===== config.mk =====
export PLATFORM = sky130hd
export DESIGN_NAME = k_permutation_generator_core
export DESIGN_NICKNAME = d
export VERILOG_FILES = /design/src/hw/rtl/kpg_pkg.sv /design/src/hw/rtl/k_permutation_generator_core.sv
export SDC_FILE = /design/constraint.sdc
export NUM_CORES = 1
export LEC_CHECK = 0
export BUFFER_PORTS_ARGS = -buffer_cell sky130_fd_sc_hd__buf_2
export CAP_MARGIN = 30
export CORE_UTILIZATION = 48
export CTS_BUF_LIST = sky130_fd_sc_hd__clkbuf_2 sky130_fd_sc_hd__clkbuf_4 sky130_fd_sc_hd__clkbuf_8
export DETAILED_ROUTE_END_ITERATION = 6
export GPL_ROUTABILITY_DRIVEN = 0
export GPL_TIMING_DRIVEN = 0
export PLACE_DENSITY_LB_ADDON = 0.3
export SLEW_MARGIN = 20
export SYNTH_ARGS = -nofsm -noshare
export SYNTH_HDL_FRONTEND = slang
export SYNTH_SLANG_ARGS = --single-unit

===== constraint.sdc =====
create_clock -name clock -period 3.4 [get_ports clock]
set_input_delay 0.34 -clock clock [delete_from_list [all_inputs] [get_ports clock]]
set_output_delay 0.34 -clock clock [all_outputs]
set_load 0.02 [all_outputs]

===== src/hw/rtl/kpg_pkg.sv =====
// ----------------------------------------------------------------------------
// kpg_pkg
// Shared types and constants for the k-permutation generator core.
// ----------------------------------------------------------------------------
package kpg_pkg;

   localparam int CSR_INDEX_W = 2;
   localparam int CSR_DATA_W  = 5;

   localparam logic [CSR_INDEX_W-1:0] CSR_ALPHABET_SIZE = 2'd0;
   localparam logic [CSR_INDEX_W-1:0] CSR_LENGTH_IN_USE = 2'd1;

   localparam logic [4:0] ALPHABET_SIZE_RESET = 5'd16;
   localparam logic [3:0] LENGTH_IN_USE_RESET = 4'd1;

   localparam logic [6:0] LETTER_BASE = 7'd97;

   typedef enum logic [2:0] {
      ST_IDLE,
      ST_FILL,
      ST_BACK,
      ST_SCAN,
      ST_EMIT,
      ST_EXH
   } kpg_state_type;

endpackage


===== src/hw/rtl/k_permutation_generator_core.sv =====
// ----------------------------------------------------------------------------
// k_permutation_generator_core
// Enumerates arrangements without repetition in lexicographic order, one
// letter per transfer, using a small sequencer over a position array and a
// used-letter mask.
//
//   channel  direction  handshake            payload
//   req      in         req_valid/req_stall  req_restart
//   rsp      out        rsp_valid/rsp_stall  rsp_letter, rsp_last_letter,
//                                            rsp_exhausted
//   csr      in         csr_valid/csr_ready  csr_index, csr_wdata
//
// One request at a time; req_stall is high from the cycle after acceptance
// until the last letter transfers. First arrangement: accept, fill every
// position, then emit the letters. Next arrangement: back up positions and
// try candidates, then refill, placing letters and skipping used ones, then
// emit. Synchronous active-high reset clears control state; rsp stalls hold
// the current letter.
// ----------------------------------------------------------------------------
module k_permutation_generator_core
   import kpg_pkg::*;
#(
   parameter int MAX_SYMBOLS = 16,
   parameter int MAX_LENGTH  = 8
) (
   input  logic                   clock,
   input  logic                   reset,
   input  logic                   req_valid,
   output logic                   req_stall,
   input  logic                   req_restart,
   output logic                   rsp_valid,
   input  logic                   rsp_stall,
   output logic [6:0]             rsp_letter,
   output logic                   rsp_last_letter,
   output logic                   rsp_exhausted,
   input  logic                   csr_valid,
   output logic                   csr_ready,
   input  logic [CSR_INDEX_W-1:0] csr_index,
   input  logic [CSR_DATA_W-1:0]  csr_wdata
);

   localparam int SW  = (MAX_SYMBOLS > 2) ? $clog2(MAX_SYMBOLS) : 1;
   localparam int CW  = $clog2(MAX_SYMBOLS + 1);
   localparam int PW  = (MAX_LENGTH > 1) ? $clog2(MAX_LENGTH) : 1;
   localparam int PCW = $clog2(MAX_LENGTH + 1);

   kpg_state_type state_ff, state_in;

   logic [4:0]             alph_ff, alph_in;
   logic [3:0]             len_cfg_ff, len_cfg_in;
   logic [MAX_SYMBOLS-1:0] used_ff, used_in;
   logic                   started_ff, started_in;
   logic                   finished_ff, finished_in;
   logic [PCW-1:0]         pos_ff, pos_in;
   logic [CW-1:0]          cand_ff, cand_in;
   logic [PW-1:0]          emit_ff, emit_in;
   logic [SW-1:0]          chosen_ff [MAX_LENGTH];

   logic                   wr_en;
   logic [PW-1:0]          wr_addr;
   logic [SW-1:0]          wr_data;
   logic [PW-1:0]          rd_addr;
   logic [SW-1:0]          rd_data;

   logic [CW-1:0]          syms;
   logic [PCW-1:0]         len;
   logic [PCW-1:0]         pos_m1;
   logic                   req_xfer;
   logic                   rsp_xfer;
   logic                   csr_xfer;
   logic                   no_arrangement;
   logic                   eff_started;
   logic                   eff_finished;
   logic                   cand_ok;
   logic                   cand_used;
   logic                   emit_last;

   assign syms = (32'(alph_ff) > MAX_SYMBOLS) ? CW'(MAX_SYMBOLS) : CW'(alph_ff);
   assign len  = (32'(len_cfg_ff) > MAX_LENGTH) ? PCW'(MAX_LENGTH) : PCW'(len_cfg_ff);

   assign req_xfer = req_valid && !req_stall;
   assign rsp_xfer = rsp_valid && !rsp_stall;
   assign csr_xfer = csr_valid && csr_ready;

   assign no_arrangement = (len == '0) || (syms == '0) || (32'(len) > 32'(syms));
   assign eff_started    = started_ff && !req_restart;
   assign eff_finished   = finished_ff && !req_restart;

   assign pos_m1    = pos_ff - PCW'(1);
   assign cand_ok   = cand_ff < syms;
   assign cand_used = cand_ok && used_ff[cand_ff[SW-1:0]];
   assign emit_last = (32'(emit_ff) + 1) == 32'(len);

   assign rd_addr = (state_ff == ST_BACK) ? pos_m1[PW-1:0] : emit_ff;
   assign rd_data = chosen_ff[rd_addr];

   // next state
   always_comb begin
      state_in = state_ff;
      unique case (state_ff)
         ST_IDLE: begin
            if (req_xfer) begin
               if (eff_finished || no_arrangement) begin
                  state_in = ST_EXH;
               end else if (!eff_started) begin
                  state_in = ST_FILL;
               end else begin
                  state_in = ST_BACK;
               end
            end
         end
         ST_FILL: begin
            if (pos_ff == len) begin
               state_in = ST_EMIT;
            end
         end
         ST_BACK: begin
            state_in = (pos_ff == '0) ? ST_EXH : ST_SCAN;
         end
         ST_SCAN: begin
            if (!cand_ok) begin
               state_in = ST_BACK;
            end else if (!cand_used) begin
               state_in = ST_FILL;
            end
         end
         ST_EMIT: begin
            if (rsp_xfer && emit_last) begin
               state_in = ST_IDLE;
            end
         end
         ST_EXH: begin
            if (rsp_xfer) begin
               state_in = ST_IDLE;
            end
         end
         default: state_in = ST_IDLE;
      endcase
   end

   // outputs
   always_comb begin
      req_stall       = (state_ff != ST_IDLE);
      csr_ready       = (state_ff == ST_IDLE);
      rsp_valid       = (state_ff == ST_EMIT) || (state_ff == ST_EXH);
      rsp_exhausted   = (state_ff == ST_EXH);
      rsp_last_letter = (state_ff == ST_EXH) || emit_last;
      rsp_letter      = (state_ff == ST_EMIT) ? (LETTER_BASE + 7'(rd_data)) : 7'd0;
   end

   // datapath
   always_comb begin
      alph_in     = alph_ff;
      len_cfg_in  = len_cfg_ff;
      used_in     = used_ff;
      started_in  = started_ff;
      finished_in = finished_ff;
      pos_in      = pos_ff;
      cand_in     = cand_ff;
      emit_in     = emit_ff;
      wr_en       = 1'b0;
      wr_addr     = pos_ff[PW-1:0];
      wr_data     = cand_ff[SW-1:0];

      unique case (state_ff)
         ST_IDLE: begin
            if (csr_xfer) begin
               unique case (csr_index)
                  CSR_ALPHABET_SIZE: begin
                     alph_in     = csr_wdata;
                     used_in     = '0;
                     started_in  = 1'b0;
                     finished_in = 1'b0;
                  end
                  CSR_LENGTH_IN_USE: begin
                     len_cfg_in  = csr_wdata[3:0];
                     used_in     = '0;
                     started_in  = 1'b0;
                     finished_in = 1'b0;
                  end
                  default: ;
               endcase
            end
            if (req_xfer) begin
               started_in  = eff_started;
               finished_in = eff_finished;
               if (eff_finished || no_arrangement) begin
                  finished_in = 1'b1;
                  used_in     = '0;
               end else if (!eff_started) begin
                  used_in    = '0;
                  started_in = 1'b1;
                  pos_in     = '0;
                  cand_in    = '0;
               end else begin
                  pos_in = len;
               end
            end
         end
         ST_FILL: begin
            emit_in = '0;
            if (pos_ff != len) begin
               if (cand_used) begin
                  cand_in = cand_ff + CW'(1);
               end else begin
                  wr_en   = 1'b1;
                  wr_data = cand_ok ? cand_ff[SW-1:0] : '0;
                  used_in = used_ff | (MAX_SYMBOLS'(1) << wr_data);
                  cand_in = CW'(wr_data) + CW'(1);
                  pos_in  = pos_ff + PCW'(1);
               end
            end
         end
         ST_BACK: begin
            if (pos_ff == '0) begin
               finished_in = 1'b1;
               used_in     = '0;
            end else begin
               pos_in  = pos_m1;
               used_in = used_ff & ~(MAX_SYMBOLS'(1) << rd_data);
               cand_in = CW'(rd_data) + CW'(1);
            end
         end
         ST_SCAN: begin
            if (cand_ok) begin
               if (cand_used) begin
                  cand_in = cand_ff + CW'(1);
               end else begin
                  wr_en   = 1'b1;
                  used_in = used_ff | (MAX_SYMBOLS'(1) << cand_ff[SW-1:0]);
                  cand_in = '0;
                  pos_in  = pos_ff + PCW'(1);
               end
            end
         end
         ST_EMIT: begin
            if (rsp_xfer) begin
               emit_in = emit_ff + PW'(1);
            end
         end
         ST_EXH: ;
         default: ;
      endcase
   end

   always_ff @(posedge clock) begin
      if (reset) begin
         state_ff    <= ST_IDLE;
         alph_ff     <= ALPHABET_SIZE_RESET;
         len_cfg_ff  <= LENGTH_IN_USE_RESET;
         used_ff     <= '0;
         started_ff  <= 1'b0;
         finished_ff <= 1'b0;
      end else begin
         state_ff    <= state_in;
         alph_ff     <= alph_in;
         len_cfg_ff  <= len_cfg_in;
         used_ff     <= used_in;
         started_ff  <= started_in;
         finished_ff <= finished_in;
      end
   end

   always_ff @(posedge clock) begin
      pos_ff  <= pos_in;
      cand_ff <= cand_in;
      emit_ff <= emit_in;
      if (wr_en) begin
         chosen_ff[wr_addr] <= wr_data;
      end
   end

endmodule

==> Word level (Yosys, flattened, before mapping) <==
Memory sizes are Yosys's and may differ from the RTL's.
Index checks and enable logic that the tools add are counted.
Widths: inputs -> output; s select.
{ "word_totals": {"wordCells": 155, "n_memories": 1, "ram_bits": 32, "output_inout_bits": 12, "in_bits": 13, "reg_bits": 42} }
{ "memory_table": {"columns": ["name", "depth", "word_bits", "read_ports", "rd_ports_with_merged_regs", "wr", "line_no", "source"], "rows": [
  ["chosen_ff", 8, 4, 1, 0, 1, "k_permutation_generator_core.sv:57", "logic [SW-1:0] chosen_ff [MAX_LENGTH];"]
]} }
{ "classes": {"n_eq_ne": 25, "bitwise": 4, "muxes": 64, "add_sub_neg": 8, "n_reduce_logical": 36, "n_lt_le_gt_ge": 5, "shifts": 3} }
{ "ops": {"columns": ["operator", "n"], "rows": [
  ["$mux 16", 10],
  ["$pmux 16 s4", 1],
  ["$mux 4", 12],
  ["$shl 1x4->16 const A", 3],
  ["$mux 5", 9],
  ["$or 16x16->16", 2],
  ["$mux 3", 10],
  ["$ne 2x2->1 const B", 10],
  ["$pmux 5 s4", 1],
  ["$pmux 3 s6", 1],
  ["$and 16x16->16", 1],
  ["$not 16->16", 1],
  ["$pmux 4 s4", 1],
  ["$mux 1", 13],
  ["$add 4x1->5 const B", 2],
  ["$reduce_and 5->1", 2],
  ["$reduce_and 3->1", 3],
  ["$eq 4x4->1", 2],
  ["$logic_not 4->1", 2],
  ["$reduce_bool 2->1", 4],
  ["$add 6x5->7 const A", 1],
  ["$logic_and 1x1->1", 7],
  ["$mux 7", 1],
  ["$reduce_and 7->1", 1],
  ["other kinds (34)", 45]
]} }

==> Longest topological paths before layout <==
Gate-level depths: netlist of the first run.
{ "depth": {"ltp_word": 9, "mapped_depth": 15, "depth_no_buf": 13} }

==> Worst setup path before layout of the first run <==
No wires, ideal clock.
{ "synth_path": {"kind": "flip-flop to output port", "from": "register pos_ff[1]", "to": "output rsp_letter[2]", "t_arrival_ns": 3.210, "n_path_buf": 2, "required_ns": 3.060, "path_stages_with_launch": 13, "setup_slack_ns": -0.150, "path_cell_list": "edfxtp_1 > clkbuf_1 > inv_1 > ha_1 > xor2_1 > mux2i_1 > clkbuf_1 > mux4_2 > mux2i_1 > inv_1 > ha_1 > ha_1 > nor2_1"} }
{ "synth_via": {"elab_chain_cells": 5} }
{ "synth_lines": {"columns": ["element", "line_no", "source"], "rows": [
  ["start, declared", "k_permutation_generator_core.sv:54", "logic [PCW-1:0] pos_ff, pos_in;"],
  ["start signal, assigned", "k_permutation_generator_core.sv:265", "pos_ff <= pos_in;"],
  ["$sub 4x1->4", "k_permutation_generator_core.sv:89", "assign pos_m1 = pos_ff - PCW'(1);"],
  ["$mux 3", "k_permutation_generator_core.sv:94", "assign rd_addr = (state_ff == ST_BACK) ? pos_m1[PW-1:0] : emit_ff;"],
  ["$mem_v2 8x4", null, null],
  ["$add 6x5->7", "k_permutation_generator_core.sv:148", "rsp_letter = (state_ff == ST_EMIT) ? (LETTER_BASE + 7'(rd_data)) : 7'd0;"],
  ["$mux 7", "k_permutation_generator_core.sv:148", null],
  ["end, declared", "k_permutation_generator_core.sv:33", "output logic [6:0] rsp_letter,"]
]} }
No other way between the ends.

==> Final worst setup path of the first run <==
{ "layout_path": {"from": "register pos_ff[0]", "to": "output rsp_letter[2]"} }
The elaborated chain is that of the path after synthesis.

==> results of run 1 <==
flip-flops by register name, summed over array words and instances (netlist names):
| register | flops |
|---|---|
| state_ff | 3 |
| len_cfg_ff | 4 |
| pos_ff | 4 |
| alph_ff | 5 |
| used_ff | 16 |
| chosen_ff | 32 |
| finished_ff | 1 |
| started_ff | 1 |
| cand_ff | 5 |
| emit_ff | 3 |
final cells by class:
cell class / count / area [sq um]
Fill cell: 787 / 3790
Multi-Input combinational cell: 350 / 2610
Tap cell: 129 / 161
Buffer: 24 / 114
Timing Repair Buffer: 46 / 330
Sequential cell: 74 / 1930
Clock inverter: 7 / 108
Inverter: 22 / 82.6
Clock buffer: 9 / 124
cell families (layout without fill, tap and decap cells):
logic type | Yosys count | in the layout | share of synthesized area (%)
XOR/XNOR | 9 | 9 | 2.05
AO/OA/AOI/OAI | 118 | 118 | 17.5
multiplexers | 36 | 36 | 10.2
adder cells (fa/ha/maj) | 19 | 19 | 5.19
buffers and inverters | 48 | 108 | 4.45
AND/OR/NAND/NOR | 168 | 168 | 18.8
flip-flops | 74 | 74 | 41.9
cell usage after synthesis (all sizes together) (3+ instances only):
library cell and number:
nor2 49, edfxtp 44, nand2 42, dfxtp 30
o21ai 27, a21oi 25, inv 22, clkbuf 21
mux2i 21, ha 19, nor2b 14, nand3 9
a31oi 8, mux2 8, nand2b 8, nor3 8
mux4 7, buf 5, nor3b 5, nor4 5
o211ai 5, a211oi 4, and2 4, and3 4
nand4 4, o21a 4, o22ai 4, o31ai 4
or3 4, or4 4, xnor2 4, xor2 4
a21o 3, a221oi 3, a22oi 3, a311oi 3
o311ai 3
power breakdown:
part | switching (mW) | internal [mW] | total [mW]
logic | 1.75 | 1.17 | 2.92
registers | 0.148 | 1.22 | 1.37
clock network | 0.390 | 0.429 | 0.818
worst reg2reg max path: cells and delay by family (launching register included):
family	cells	cell delay [ns]
compound gates	4	1.08
flops	1	0.37
buf+inv	1	0.24
simple gates	4	0.99
fa+ha+maj	1	0.32
routing by layer:
| layer | GRT usage (%) | vias up |
|---|---|---|
| met5 | 0 | - |
| met4 | 11.2 | 0 |
| met3 | 4.85 | 35 |
| met2 | 39.8 | 230 |
| met1 | 35.6 | 1949 |
| li1 | - | 1877 |
path summary, 6_finish.rpt:
check                                                start                          to  slack, ns
worst max-delay path                   pos_ff[0]$_DFFE_PP_               rsp_letter[2]     -0.008
worst min-delay path                          csr_wdata[0]  len_cfg_ff[0]$_SDFFE_PP1P_       0.21
worst max register to register  len_cfg_ff[3]$_SDFFE_PP0P_         pos_ff[0]$_DFFE_PP_       0.09
worst min register to register     started_ff$_SDFFE_PP0P_     started_ff$_SDFFE_PP0P_       0.49
stage by stage:
stage	TNS [ns]	std cells	setup WS, ns	total power [mW]	hold WS [ns]
5_1_grt	-0.177	661	-0.0764	5.35	0.205
2_1_floorplan	0	472	0.0550	3.03	0.446
6_report	-0.00785	661	-0.00785	5.11	0.208
3_5_place_dp	-6.40	625	-0.632	3.69	0.473
3_3_place_gp	-4.81	625	-0.573	3.65	0.457
4_1_cts	-1.19	651	-0.120	4.77	0.199
repair_timing:
action,CTS,global route
endpoints found under the setup margin,32,24
gates cloned,1,0
gates resized for setup,18,25
pin swaps,2,4
buffers inserted,10,11
hold buffers,0,0
==> results.tsv, run 1 <==
metric	value	unit
violations	setup timing	
num_rows	35	
routed.top_layer	met4	
worst_pin_slew	0.926	ns
core_area	9240	sq um
antenna_cells	0	
slowest_delay	0.39	ns
stdcell_area	5450	sq um
most-common-layout-cells	47 x nor2_1, 44 x edfxtp_1, 42 x nand2_1	
status	finished, violations left	
die_area	9940	sq um
final_net_count	559	
clk_latency	0.37	ns
ff2ff_path_depth	10	
wl_per_cell	19.3	microns
grt_first_pass_wirelength	19600	microns
p_leak	2.04	nW
antenna_found_initial	0	
syn_area	4580	sq um
grt_pass1_vias	3775	
dr_total_vias	4091	
wl_met2	5920	microns
m1WireLength	5430	microns
ant_nets	0	
ys_warn_count	0	
h-tree-depth	3	
grt_usage	25.9	%
cp_max_fo	5	
overflow	0	
wl	12800	microns
holdPathStages	3	
p_per_area	937	nW/um^2
drc	0	
final-hold-violation-count	0	
clk_pin_slew	0.09	ns
portBuffers	24	
drv_cap	0	
critPathKind	register to output pin	
finalSetupViolCount	1	
ys_async_sr_fraction	0	%
synth_largest_area_cell	edfxtp_1	
area_growth	19.0	%
synthDominantCellAreaShare	28.8	%
postSynthCellCount	472	
rsz0062_at_grt	true	
synth-seq-area-share	41.9	%
cp.arrival	3.07	ns
layout_commonest_cell	nor2_1	
cts_buffers	9	
path_buf_inv	5	
clock_skew	0.0117	ns
critPathTopFamily	adder cells	
clock-sinks	74	
initial_core_util	49.6	%
route.met3.wl	1090	microns
grt_max_degree	16	
drt-pass1-iter-count	5	
setup_ws	-0.00785	ns
placed_area	4870	sq um
crit_path_start_kind	register	
slew_headroom	37.8	%
root_buffer	clkbuf_8	
yosysUniqueCellTypes	73	
period_share	100	%
drv_slew	0	
clk_path_buf_depth	2	
fin_util	59.0	%
cp.depth	13	
vias_per_cell	6.19	
cts_tree	done	
synth_top_flop_cell	edfxtp_1	
dieWidth	99.7	microns
max_freq	293	MHz
drive_gt1_share	22.4	%
critPathSlowestCell	edfxtp_1	
drt-initial-drc-count	343	
path_cells	inv_2 > ha_4 > inv_2 > mux2_4 > buf_8 > mux2_2 > o22ai_2 > or2_4 > inv_2 > ha_4 > ha_4 > nor2_2 > buf_6	
synth_area_leaders	edfxtp_1 29%, dfxtp_1 13%, ha_1 5.2%	
min_path_type	input pin to register	
synth-edff-count	44	
synth_nets	504	
synth_seq_cells	74	
die_y	99.7	microns
cp_data_required_time	3.06	ns
ir_worst_vdd	411	uV
cp-end-kind	output pin	
place_hpwl	9010	microns
syn_area_per_cell	9.71	sq um
min_period	3.41	ns
io-pin-count	25	
No activity file was read; power rests on OpenSTA's default activity.
==> run 2: changes to the inputs <==
- clock period: 3.4 -> 4 ns (I/O delays scaled with it)
==> results.tsv, run 2 (synthesis gave the netlist of run 1 again) <==
metric	value	unit	change
largest-register	chosen_ff		unchanged
path_buf_inv	5		unchanged
antenna_found_initial	0		unchanged
clk_path_buf_depth	2		unchanged
wl	12500	microns	was 12800 microns
slew_headroom	37.6	%	was 37.8%
hp-start	csr_wdata[4]		was csr_wdata[0]
cp.depth	12		was 13
drv_cap	0		unchanged
area_growth	12.4	%	was 19.0%
cts_tree	done		unchanged
core_area	9240	sq um	unchanged
antenna_cells	0		unchanged
p_per_area	753	nW/um^2	was 937 nW/um^2
timing.rr.start	len_cfg_ff[3]$_SDFFE_PP0P_		unchanged
pre_cts_ws	-0.348	ns	was -0.632 ns
drv_slew	0		unchanged
dr_total_vias	3987		was 4091
cp.arrival	3.47	ns	was 3.07 ns
portBuffers	24		unchanged
vias_per_cell	6.16		was 6.19
largest_reg_flops	32		unchanged
stdcell_area	5150	sq um	was 5450 sq um
clk_pin_slew	0.09	ns	about the same
finalPower	3.88	mW	was 5.11 mW
p_leak	1.92	nW	was 2.04 nW
rsz0062_at_grt	false		was true
path_cells	inv_2 > ha_1 > inv_1 > mux2_4 > buf_8 > mux4_2 > mux2i_4 > inv_1 > ha_1 > ha_1 > nor2_1 > buf_2		was inv_2 > ha_4 > inv_2 > mux2_4 > buf_8 > mux2_2 > o22ai_2 > or2_4 > inv_2 > ha_4 > ha_4 > nor2_2 > buf_6
setup_tns	0	ns	was -0.00785 ns
holdPathStages	3		unchanged
ir_worst_vdd	385	uV	was 411 uV
reg_top3	chosen_ff (32), used_ff (16)		unchanged
holdBufCountCts	0		unchanged
num_rows	35		unchanged
setup_ws	0.129	ns	was -0.00785 ns
grt_usage	26.4	%	was 25.9%
io-pin-count	25		unchanged
drive_gt1_share	15.8	%	was 22.4%
clk_latency	0.37	ns	about the same
worst_pin_slew	0.927	ns	was 0.926 ns
status	finished, final reports clean		was finished, violations left
grt_pass1_vias	3815		was 3775
min_path_type	input pin to register		unchanged
cp_data_required_time	3.60	ns	was 3.06 ns
clock-sinks	74		unchanged
ant_nets	0		unchanged
root_buffer	clkbuf_8		unchanged
worst_hold_slack	0.251	ns	was 0.208 ns
drc	0		unchanged
ff2ff_path_depth	10		unchanged
final-hold-violation-count	0		unchanged
max_freq	258	MHz	
drt-pass1-iter-count	5		unchanged
crit_path_start_kind	register		unchanged
min_period	3.87	ns	
place_hpwl	9270	microns	was 9010 microns
critPathSlowestCell	mux4_2		was edfxtp_1
drt-initial-drc-count	314		was 343
die_y	99.7	microns	unchanged
slowest_delay	0.56	ns	was 0.39 ns
cpMostUsedCell	ha_1		
critPathKind	register to output pin		unchanged
cp-end-kind	output pin		unchanged
grt_first_pass_wirelength	20000	microns	was 19600 microns
cts_buffers	9		unchanged
fin_cells	647		was 661
startpoint	pos_ff[0]$_DFFE_PP_		unchanged
dieWidth	99.7	microns	unchanged
layout_commonest_cell	nor2_1		unchanged
cp_max_fo	10		was 5
dp_cells	625		unchanged
clock_skew	0.0186	ns	was 0.0117 ns
initial_core_util	49.6	%	unchanged
die_area	9940	sq um	unchanged
fin_util	55.7	%	was 59.0%
wl_per_cell	19.4	microns	was 19.3 microns
period_share	96.8	%	
grt_max_degree	15		was 16
overflow	0		unchanged
most-common-layout-cells	49 x nor2_1, 44 x edfxtp_1, 42 x nand2_1		was 47 x nor2_1, 44 x edfxtp_1, 42 x nand2_1
h-tree-depth	3		unchanged
finalSetupViolCount	0		was 1
final_net_count	545		was 559
critPathTopFamily	multiplexers		was adder cells
placed_area	4860	sq um	was 4870 sq um
-- run 2: where the power goes --
| part | switching (mW) | leakage (nW) | total, mW | internal, mW |
|---|---|---|---|---|
| Clock | 0.319 | 0.0962 | 0.611 | 0.292 |
| Sequential | 0.119 | 0.653 | 1.15 | 1.03 |
| Combinational | 1.38 | 1.17 | 2.12 | 0.741 |
-- run 2: area by class of cell --
| cell class | instances | area, sq um |
|---|---|---|
| inverters | 22 | 82.6 |
| fillers | 827 | 4090 |
| clock buffers | 9 | 124 |
| well taps | 129 | 161 |
| clock inverters | 7 | 76.3 |
| repair buffers | 31 | 173 |
| flip-flops and latches | 74 | 1920 |
| multi-input cells | 350 | 2490 |
| plain buffers | 25 | 121 |
-- run 2: routing by layer --
layer  vias up  part of all wire [%]  global-route usage, %  wire [microns]
li1       1849                     -                      -               -
met1      1902                    44                   36.6            5570
met2       199                    45                   39.9            5620
met3        37                   7.7                   5.20             966
met4         0                   3.0                   11.9             374
met5         -                     0                      0               0
-- run 2: repair_timing --
| item | in CTS | in global routing |
|---|---|---|
| pin swaps | 0 | 1 |
| resized for setup | 5 | 4 |
| buffers inserted | 2 | 5 |
| gates cloned | 0 | 0 |
| setup endpoints to repair | 6 | 2 |
| hold endpoints to repair | 0 | 0 |
-- run 2: worst paths after layout --
path,to,slack [ns]
setup / recovery,rsp_letter[2],0.13
hold / removal,alph_ff[4]$_SDFFE_PP1P_,0.25
setup reg to reg,pos_ff[0]$_DFFE_PP_,0.26
hold reg to reg,started_ff$_SDFFE_PP0P_,0.48
-- run 2: worst reg2reg max path: cells and delay by family, from the launching register on --
family	cells	cell delay [ns]
AND/OR/NAND/NOR	4	1.02
flip-flops	1	0.43
AO/OA/AOI/OAI	4	1.14
adder cells (fa/ha/maj)	1	0.33
buffers and inverters	1	0.44
